File: src/hdl/fbf_pkg.sv
// ----------------------------------------------------------------------------
// fbf_pkg
// Shared widths, codes, types and helper functions for the fetch block former.
// ----------------------------------------------------------------------------
package fbf_pkg;

	localparam int PC_WIDTH     = 64;
	localparam int MAX_LINE_LOG = 8;
	localparam int LINE_WIDTH   = PC_WIDTH - 2;
	localparam int OFFSET_W     = MAX_LINE_LOG;
	localparam int CFG_W        = 4;
	localparam int LOG_W        = CFG_W;
	localparam int COUNT_W      = 9;
	localparam int BR_W         = 4;
	localparam int KIND_W       = 2;
	localparam int CUR_W        = ((OFFSET_W > COUNT_W) ? OFFSET_W : COUNT_W) + 1;
	localparam int CFG_IDX_W    = 1;

	localparam logic [CFG_IDX_W-1:0] CFG_LOG_LINE = 1'd0;
	localparam logic [CFG_IDX_W-1:0] CFG_MAX_COND = 1'd1;

	localparam logic [CFG_W-1:0] LOG_LINE_RESET = 4'd6;
	localparam logic [CFG_W-1:0] MAX_COND_RESET = 4'd7;
	localparam logic [LOG_W-1:0] MAX_LOG_CODE   = LOG_W'(MAX_LINE_LOG);

	localparam logic MODE_FLUSH = 1'b1;

	localparam logic [KIND_W-1:0] KIND_BRANCHY = 2'd0;
	localparam logic [KIND_W-1:0] KIND_SEQ     = 2'd1;
	localparam logic [KIND_W-1:0] KIND_JUMP    = 2'd2;

	typedef struct packed {
		logic                mode;
		logic [PC_WIDTH-1:0] pc;
		logic [PC_WIDTH-1:0] next_pc;
		logic                is_branch;
		logic                is_cond_branch;
		logic                taken_flag;
	} fbf_item_t;

	typedef struct packed {
		logic [CFG_W-1:0] log_line;
		logic [CFG_W-1:0] max_cond;
	} fbf_cfg_t;

	typedef struct packed {
		logic [PC_WIDTH-1:0]   start_pc;
		logic [COUNT_W-1:0]    instr_count;
		logic [BR_W-1:0]       cond_count;
		logic [BR_W-1:0]       exit_path;
		logic [PC_WIDTH-1:0]   next_block_pc;
		logic [LINE_WIDTH-1:0] start_line;
		logic [LINE_WIDTH-1:0] successor_line;
		logic                  has_predecessor;
		logic [LINE_WIDTH-1:0] pred_line;
		logic [BR_W-1:0]       pred_path;
		logic [KIND_W-1:0]     zero_block_kind;
		logic                  follows_zero_block;
	} fbf_result_t;

	function automatic logic [LOG_W-1:0] eff_log(input logic [CFG_W-1:0] v);
		return (v > MAX_LOG_CODE) ? MAX_LOG_CODE : v;
	endfunction

	function automatic logic [OFFSET_W-1:0] line_mask(input logic [LOG_W-1:0] lg);
		logic [OFFSET_W-1:0] ones;
		ones = '1;
		return ~(ones << lg);
	endfunction

	function automatic logic [LINE_WIDTH-1:0] line_of(input logic [PC_WIDTH-1:0] addr,
			input logic [LOG_W-1:0] lg);
		logic [PC_WIDTH-1:0] sh;
		sh = addr >> ({1'b0, lg} + 5'd2);
		return sh[LINE_WIDTH-1:0];
	endfunction

endpackage

File: src/hdl/fbf_core.sv
// ----------------------------------------------------------------------------
// fbf_core
// Block tracking state and the close decision for one request per cycle while advance is high.
// ----------------------------------------------------------------------------
module fbf_core
	import fbf_pkg::*;
(
	input  logic        clk,
	input  logic        arst_n,
	input  logic        advance,
	input  fbf_item_t   item,
	input  fbf_cfg_t    cfg,
	output logic        produce,
	output fbf_result_t result
);

	logic [PC_WIDTH-1:0]   block_start_q;
	logic [OFFSET_W-1:0]   start_offset_q;
	logic [COUNT_W-1:0]    instr_counter_q;
	logic [BR_W-1:0]       branch_counter_q;
	logic                  block_open_q;
	logic [PC_WIDTH-1:0]   previous_pc_q;
	logic                  previous_valid_q;
	logic [LINE_WIDTH-1:0] last_line_q;
	logic [BR_W-1:0]       last_path_q;
	logic                  last_valid_q;
	logic                  last_was_zero_q;

	logic [LOG_W-1:0]    eff;
	logic [OFFSET_W-1:0] mask;
	logic [PC_WIDTH-1:0] seq_pc;
	logic                flush;
	logic                taken;
	logic                line_done;
	logic                limit;
	logic                close;
	logic [PC_WIDTH-1:0] new_start;
	logic [OFFSET_W-1:0] new_offset;
	logic [COUNT_W-1:0]  base_cnt;
	logic [COUNT_W-1:0]  new_cnt;
	logic [BR_W-1:0]     new_bc;
	logic [CUR_W-1:0]    cur;
	logic [PC_WIDTH-1:0] sel_start;
	logic [COUNT_W-1:0]  sel_cnt;
	logic [BR_W-1:0]     sel_bc;
	logic                sel_taken;
	logic [PC_WIDTH-1:0] succ;
	logic [PC_WIDTH-1:0] seq_end;
	logic [BR_W-1:0]     path;

	always_comb begin
		eff        = eff_log(cfg.log_line);
		mask       = line_mask(eff);
		seq_pc     = previous_pc_q + PC_WIDTH'(4);
		flush      = (item.mode == MODE_FLUSH);
		// a pc break on a branch counts as taken
		taken      = item.is_branch &&
			(item.taken_flag || (previous_valid_q && (item.pc != seq_pc)));
		new_start  = block_open_q ? block_start_q : item.pc;
		new_offset = block_open_q ? start_offset_q : (item.pc[OFFSET_W+1:2] & mask);
		base_cnt   = block_open_q ? instr_counter_q : '0;
		new_cnt    = (base_cnt == '1) ? base_cnt : base_cnt + COUNT_W'(1);
		new_bc     = (item.is_cond_branch && (branch_counter_q != '1)) ?
			branch_counter_q + BR_W'(1) : branch_counter_q;
		cur        = CUR_W'(new_offset) + CUR_W'(new_cnt) - CUR_W'(1);
		line_done  = (cur >= CUR_W'(mask));
		limit      = item.is_cond_branch && (new_bc >= cfg.max_cond);

		if (flush) begin
			close     = block_open_q && previous_valid_q;
			sel_start = block_start_q;
			sel_cnt   = instr_counter_q;
			sel_bc    = branch_counter_q;
			sel_taken = 1'b0;
			succ      = seq_pc;
		end else begin
			close     = taken || line_done || limit;
			sel_start = new_start;
			sel_cnt   = new_cnt;
			sel_bc    = new_bc;
			sel_taken = taken;
			succ      = taken ? item.next_pc : item.pc + PC_WIDTH'(4);
		end

		path    = sel_taken ? sel_bc : '0;
		seq_end = sel_start + PC_WIDTH'({sel_cnt, 2'b00});

		result.start_pc           = sel_start;
		result.instr_count        = sel_cnt;
		result.cond_count         = sel_bc;
		result.exit_path          = path;
		result.next_block_pc      = succ;
		result.start_line         = line_of(sel_start, eff);
		result.successor_line     = line_of(succ, eff);
		result.has_predecessor    = last_valid_q;
		result.pred_line          = last_line_q;
		result.pred_path          = last_path_q;
		result.follows_zero_block = last_was_zero_q;
		if (sel_bc != '0) begin
			result.zero_block_kind = KIND_BRANCHY;
		end else if (succ == seq_end) begin
			result.zero_block_kind = KIND_SEQ;
		end else begin
			result.zero_block_kind = KIND_JUMP;
		end

		produce = close;
	end

	always_ff @(posedge clk or negedge arst_n) begin
		if (!arst_n) begin
			block_start_q    <= '0;
			start_offset_q   <= '0;
			instr_counter_q  <= '0;
			branch_counter_q <= '0;
			block_open_q     <= 1'b0;
			previous_pc_q    <= '0;
			previous_valid_q <= 1'b0;
			last_line_q      <= '0;
			last_path_q      <= '0;
			last_valid_q     <= 1'b0;
			last_was_zero_q  <= 1'b0;
		end else if (advance) begin
			if (!flush) begin
				previous_pc_q    <= item.pc;
				previous_valid_q <= 1'b1;
				block_start_q    <= new_start;
				start_offset_q   <= new_offset;
			end
			if (close) begin
				block_open_q     <= 1'b0;
				instr_counter_q  <= '0;
				branch_counter_q <= '0;
				last_was_zero_q  <= (sel_bc == '0);
				last_line_q      <= result.start_line;
				last_path_q      <= path;
				last_valid_q     <= 1'b1;
			end else if (!flush) begin
				block_open_q     <= 1'b1;
				instr_counter_q  <= new_cnt;
				branch_counter_q <= new_bc;
			end
		end
	end

endmodule

File: src/hdl/fbf_result_reg.sv
// ----------------------------------------------------------------------------
// fbf_result_reg
// Output register holding one finished block until it is taken.
// ----------------------------------------------------------------------------
module fbf_result_reg
	import fbf_pkg::*;
(
	input  logic        clk,
	input  logic        arst_n,
	input  logic        load,
	input  fbf_result_t d,
	input  logic        result_ready,
	output logic        valid_q,
	output fbf_result_t data_q
);

	always_ff @(posedge clk or negedge arst_n) begin
		if (!arst_n) begin
			valid_q <= 1'b0;
		end else if (load) begin
			valid_q <= 1'b1;
		end else if (result_ready) begin
			valid_q <= 1'b0;
		end
	end

	always_ff @(posedge clk) begin
		if (load) begin
			data_q <= d;
		end
	end

endmodule

File: src/hdl/fetch_block_former.sv
// a request is held in the input register; its block then loads the result register
// throughput: one request per cycle unless the result register is full and not taken, set by
//   the single input register and the combinational close logic in fbf_core
// a request waits in the input register while the result register is full and not taken
// reset: asynchronous, clears all block state and config to 6 / 7
// ----------------------------------------------------------------------------
// fetch_block_former
// Cuts a retired instruction trace into prediction blocks.
// ----------------------------------------------------------------------------
module fetch_block_former
	import fbf_pkg::*;
(
	input  logic                  clk,
	input  logic                  arst_n,
	input  logic                  cfg_we,
	input  logic [CFG_IDX_W-1:0]  cfg_index,
	input  logic [CFG_W-1:0]      cfg_data,
	input  logic                  item_valid,
	output logic                  item_ready,
	input  logic                  mode,
	input  logic [PC_WIDTH-1:0]   pc,
	input  logic [PC_WIDTH-1:0]   next_pc,
	input  logic                  is_branch,
	input  logic                  is_cond_branch,
	input  logic                  taken_flag,
	output logic                  result_valid,
	input  logic                  result_ready,
	output logic [PC_WIDTH-1:0]   start_pc,
	output logic [COUNT_W-1:0]    instr_count,
	output logic [BR_W-1:0]       cond_count,
	output logic [BR_W-1:0]       exit_path,
	output logic [PC_WIDTH-1:0]   next_block_pc,
	output logic [LINE_WIDTH-1:0] start_line,
	output logic [LINE_WIDTH-1:0] successor_line,
	output logic                  has_predecessor,
	output logic [LINE_WIDTH-1:0] pred_line,
	output logic [BR_W-1:0]       pred_path,
	output logic [KIND_W-1:0]     zero_block_kind,
	output logic                  follows_zero_block
);

	fbf_cfg_t    cfg_q;
	fbf_item_t   item_s1;
	logic        valid_s1;
	logic        fire;
	logic        produce;
	fbf_result_t result;
	fbf_result_t result_q;

	always_ff @(posedge clk or negedge arst_n) begin
		if (!arst_n) begin
			cfg_q.log_line <= LOG_LINE_RESET;
			cfg_q.max_cond <= MAX_COND_RESET;
		end else if (cfg_we) begin
			case (cfg_index)
				CFG_LOG_LINE: cfg_q.log_line <= cfg_data;
				CFG_MAX_COND: cfg_q.max_cond <= cfg_data;
				default: ;
			endcase
		end
	end

	assign fire       = valid_s1 && (!result_valid || result_ready);
	assign item_ready = !valid_s1 || fire;

	always_ff @(posedge clk or negedge arst_n) begin
		if (!arst_n) begin
			valid_s1 <= 1'b0;
		end else if (item_valid && item_ready) begin
			valid_s1 <= 1'b1;
		end else if (fire) begin
			valid_s1 <= 1'b0;
		end
	end

	always_ff @(posedge clk) begin
		if (item_valid && item_ready) begin
			item_s1.mode           <= mode;
			item_s1.pc             <= pc;
			item_s1.next_pc        <= next_pc;
			item_s1.is_branch      <= is_branch;
			item_s1.is_cond_branch <= is_cond_branch;
			item_s1.taken_flag     <= taken_flag;
		end
	end

	fbf_core u_core (
		.clk     (clk),
		.arst_n  (arst_n),
		.advance (fire),
		.item    (item_s1),
		.cfg     (cfg_q),
		.produce (produce),
		.result  (result)
	);

	fbf_result_reg u_result (
		.clk          (clk),
		.arst_n       (arst_n),
		.load         (fire && produce),
		.d            (result),
		.result_ready (result_ready),
		.valid_q      (result_valid),
		.data_q       (result_q)
	);

	assign start_pc           = result_q.start_pc;
	assign instr_count        = result_q.instr_count;
	assign cond_count         = result_q.cond_count;
	assign exit_path          = result_q.exit_path;
	assign next_block_pc      = result_q.next_block_pc;
	assign start_line         = result_q.start_line;
	assign successor_line     = result_q.successor_line;
	assign has_predecessor    = result_q.has_predecessor;
	assign pred_line          = result_q.pred_line;
	assign pred_path          = result_q.pred_path;
	assign zero_block_kind    = result_q.zero_block_kind;
	assign follows_zero_block = result_q.follows_zero_block;

	// a held request stays put while the result register is blocked
	a_s1_hold: assert property (@(posedge clk) disable iff (!arst_n)
		valid_s1 && result_valid && !result_ready |=> valid_s1 && $stable(item_s1))
		else $error("stage one request lost while output stalled");

	a_count_nonzero: assert property (@(posedge clk) disable iff (!arst_n)
		result_valid |-> (instr_count != '0))
		else $error("block with no instructions");

	a_kind_matches: assert property (@(posedge clk) disable iff (!arst_n)
		result_valid |-> ((cond_count == '0) == (zero_block_kind != KIND_BRANCHY)))
		else $error("zero-branch class disagrees with branch count");

	a_path_range: assert property (@(posedge clk) disable iff (!arst_n)
		result_valid |-> ((exit_path == '0) || (exit_path == cond_count)))
		else $error("exit path is neither fall through nor last branch");

endmodule

File: config.mk
export PLATFORM = sky130hd
export DESIGN_NAME = fetch_block_former
export DESIGN_NICKNAME = d
export VERILOG_FILES = /design/src/hdl/fbf_pkg.sv /design/src/hdl/fbf_core.sv /design/src/hdl/fbf_result_reg.sv /design/src/hdl/fetch_block_former.sv
export SDC_FILE = /design/constraint.sdc
export NUM_CORES = 1
export LEC_CHECK = 0
export ABC_AREA = 1
export BUFFER_PORTS_ARGS = -buffer_cell sky130_fd_sc_hd__buf_2
export CORE_MARGIN = 4
export CORE_UTILIZATION = 40
export CTS_BUF_LIST = sky130_fd_sc_hd__clkbuf_4 sky130_fd_sc_hd__clkbuf_8
export CTS_CLUSTER_DIAMETER = 80
export DETAILED_ROUTE_END_ITERATION = 16
export PLACE_DENSITY_LB_ADDON = 0.2
export SLEW_MARGIN = 20
export SYNTH_ARGS = -nofsm -noshare
export SYNTH_HDL_FRONTEND = slang
export SYNTH_HIERARCHICAL = 1
export SYNTH_SLANG_ARGS = --single-unit
export TNS_END_PERCENT = 30
File: constraint.sdc
create_clock -name clk -period 28.6 [get_ports clk]
set_clock_uncertainty 0.2 [all_clocks]
set_input_delay 4.29 -clock clk [delete_from_list [all_inputs] [get_ports clk]]
set_output_delay 4.29 -clock clk [all_outputs]
set_load 0.02 [all_outputs]
==> summary.txt <==
Setup path
  • Worst Path Arrival: 4.75 ns
  • CP Class: in -> out
  • CP endpoint kind: output pin
  • Worst-path maximum fanout: 3
  • Depth of the most critical reg-to-reg path: 35
  • R2R Path Start: u_core/block_open_q
  • Flop2flop setup slack: between 15 and 20 ns
  • Worst EP required: 24.11 ns
  • Critical Path Start Type: primary input
  • R2r endpoint: u_result/data_q[247]

Pwr
  • Leak: approximately 21 nW
  • PwrDens: 103.2 nW/um2
  • Peak VDD IR: 60.61 uV
  • Total power: a little under 5 mW

Run status
  • Outcome: complete, no violations

Clock tree
  • Hold buffers post-CTS: 0
  • Clock transition at path regs: 0.06 ns
  • Clk Latency, worst-skew pair: 0.82 ns
  • # clock sinks: 700
  • CTS Buffer Depth: 3
  • Post-CTS resize count: 0
  • Setup bufs post-CTS: 0
  • H-tree lvl count: 3
  • Num CTS Buffers: 117
  • Root buffer cell: clkbuf_8
  • CTS tree: done

Drt
  • DRC errors left: 0
  • DR vias/cell: between 5 and 6
  • WL final: 176.0 mm
  • Final ANT Viol Nets: 0
  • 1st-iter DRT viols: 4499
  • Via count: 38556
  • Post-DR wirelength/cell: 24.88 um
  • Drt pass-1 iters: 8

STA
  • Final TNS setup: 0 ns
  • Fmax: 0.1082 GHz
  • Slew @ Worst Pin: 1.200 ns
  • Final setup violating endpoints: 0
  • Worst slew margin: between 10% and 20%
  • Hold Vio Cnt, Final: 0
  • Crit path time final: 9.245 ns
  • Period utilization: between 30% and 40%
  • RSZ-0062 raised after global routing: no
  • Final Max Slew Viols: 0

Yosys
  • Post-synth EDFFs: 471
  • Async SR Flop Fraction: 32.71%
  • Area leader, netlist: edfxtp_1
  • Main flop type after synthesis: edfxtp_1
  • Syn Std Cell Area: 40510 um2
  • Yosys cell types: 56
  • Syn Inst Count: around 5200
  • Sequential area share after synthesis: about half
  • FF+latch count, synth: 700
  • Synth Net Count: ~5400
  • Avg Inst Size Synth: 7.839 um2
  • Synth top area share: between 30% and 40%
  • Synth area leaders: edfxtp_1, nand2_1, dfrtp_1, nand3_1, o21ai_0
  • Synth warnings: 6

Placement
  • HPWL after DPL: 140.4 mm
  • GPL Wtd Cong: 1.038
  • I/O Buffers: 482

Finish
  • Most common cell after layout, fill and taps aside: nand2_1
  • Final core utilization: a little under half
  • Layout area overhead: 15.04%
  • Nets: 5798
  • Fraction of layout cells with a size suffix above 1: between 10% and 20%
  • Reg area: 19880 um2
  • Most frequent cells in the layout: nand2_1, inv_1, nand3_1
  • Filler cell count: about 10000
  • Footprint of the multi-input gates: approximately 18000 um2

Floorplanning
  • Core ar.: 100300 um2
  • Die Ht: 326.2 um
  • Die Width: 326.2 um
  • Io pins: 483
  • Starting density of the core: 40.39%
  • FP Rows: approximately 120
  • Die area: roughly 110000 um2

GRT
  • First-pass GRT wire length: 248.3 mm
  • Initial antenna violation count: 4
  • Total GRT Usage: 31.97%
  • Largest net degree at the start of global routing: 162
  • Vias in the first global route: 35038
  • Total gr overflow: 0

Job
  • Max-cap violations: 0

Min path
  • Hold_sp: u_core/last_line_q[29]
  • Hold WC Path Type: reg -> reg
  • Hold Path End: u_result/data_q[36]
  • Hold path depth: 0
-- through the flow --
stage	cells	setup slack, ns	cell area (um2)	hold WS, ns
after floorplan	5168	8.355	40510	0.2253
after global placement	6851	19.37	44190	0.2303
after detailed placement	6851	19.35	44190	0.2308
after CTS	7071	19.35	46600	0.2373
after global routing	7073	18.97	46600	0.2541
final	7073	19.36	46600	0.2432
-- per-layer routing --
metal / global-route usage, % / share of wire [%] / vias up
met5: 0 / 0 / -
met2: 49.43 / 44 / 1845
met4: 14.04 / 5.0 / 0
met3: 5.176 / 8.2 / 306
met1: 44.46 / 43 / 18478
li1: - / - / 17927
-- sequential cells by signal, summed over array words and instances (netlist names) --
signal / flops
u_core/last_was_zero_q: 1
u_core/last_line_q: 62
u_core/last_valid_q: 1
u_core/previous_valid_q: 1
u_core/branch_counter_q: 4
item_s1: 132
u_result/data_q: 339
u_core/last_path_q: 4
cfg_q: 8
u_core/start_offset_q: 8
u_core/instr_counter_q: 9
u_core/block_open_q: 1
u_core/previous_pc_q: 64
u_core/block_start_q: 64
u_result/valid_q: 1
valid_s1: 1
-- logic make-up after synthesis --
group,Yosys count,share of synthesized area (%)
AO/OA/AOI/OAI,625,8.524
XOR/XNOR,159,3.607
adder cells (fa/ha/maj),43,1.365
buffers and inverters,728,7.020
flip-flops,700,49.07
multiplexers,14,0.3459
AND/OR/NAND/NOR,2899,30.06
-- synthesized netlist by cell type (6+ instances only) --
cell / count
buf_2: 24
xnor2_1: 12
o211ai_1: 21
nand2_2: 20
nor3_1: 60
nor4_1: 20
nand4_1: 45
nand2_1: 1738
clkbuf_1: 129
nor2_2: 13
a21oi_1: 48
or2_2: 22
nand3_1: 500
inv_2: 6
xor2_1: 142
o21ai_1: 67
mux2i_1: 14
edfxtp_1: 471
o21a_1: 11
ha_1: 41
o221ai_1: 34
nand3b_1: 21
buf_4: 7
buf_6: 6
buf_1: 37
inv_1: 514
nand3_2: 17
dfrtp_1: 224
o22ai_1: 22
nor2_1: 425
o21ai_0: 394
-- worst max path at each step --
stage,cells past startpoint,from,end
finish,4,result_ready,item_ready
global route,35,u_core/block_open_q,u_result/data_q[211]
CTS,4,result_ready,item_ready
detailed placement,4,result_ready,item_ready
global placement,4,result_ready,item_ready
floorplan,36,u_core/block_open_q,u_result/data_q[0]
-- critical path, stage by stage --
cell,delay [ns]
buf_2,0.10
inv_1,0.06
nand3_1,0.11
buf_2,0.19
-- where the power goes --
| group | leakage (nW) | internal [mW] | switching (mW) |
|---|---|---|---|
| clock | 1.28 | 0.490 | 0.431 |
| sequential | 7.37 | 1.50 | 0.199 |
| combinational | 12.4 | 0.568 | 1.62 |
| total | 21.0 | 2.56 | 2.25 |
-- cell type report --
type / instances / area share [%]
Clock buffer: 161 / 4.258
Antenna cell: 2 / 0.01074
Multi-Input combinational cell: 3740 / 38.29
Clock inverter: 59 / 0.9048
Sequential cell: 700 / 42.66
Inverter: 524 / 4.234
Tap cell: 1357 / 3.643
Timing Repair Buffer: 530 / 5.998
Power figures use the tool's default switching activity.
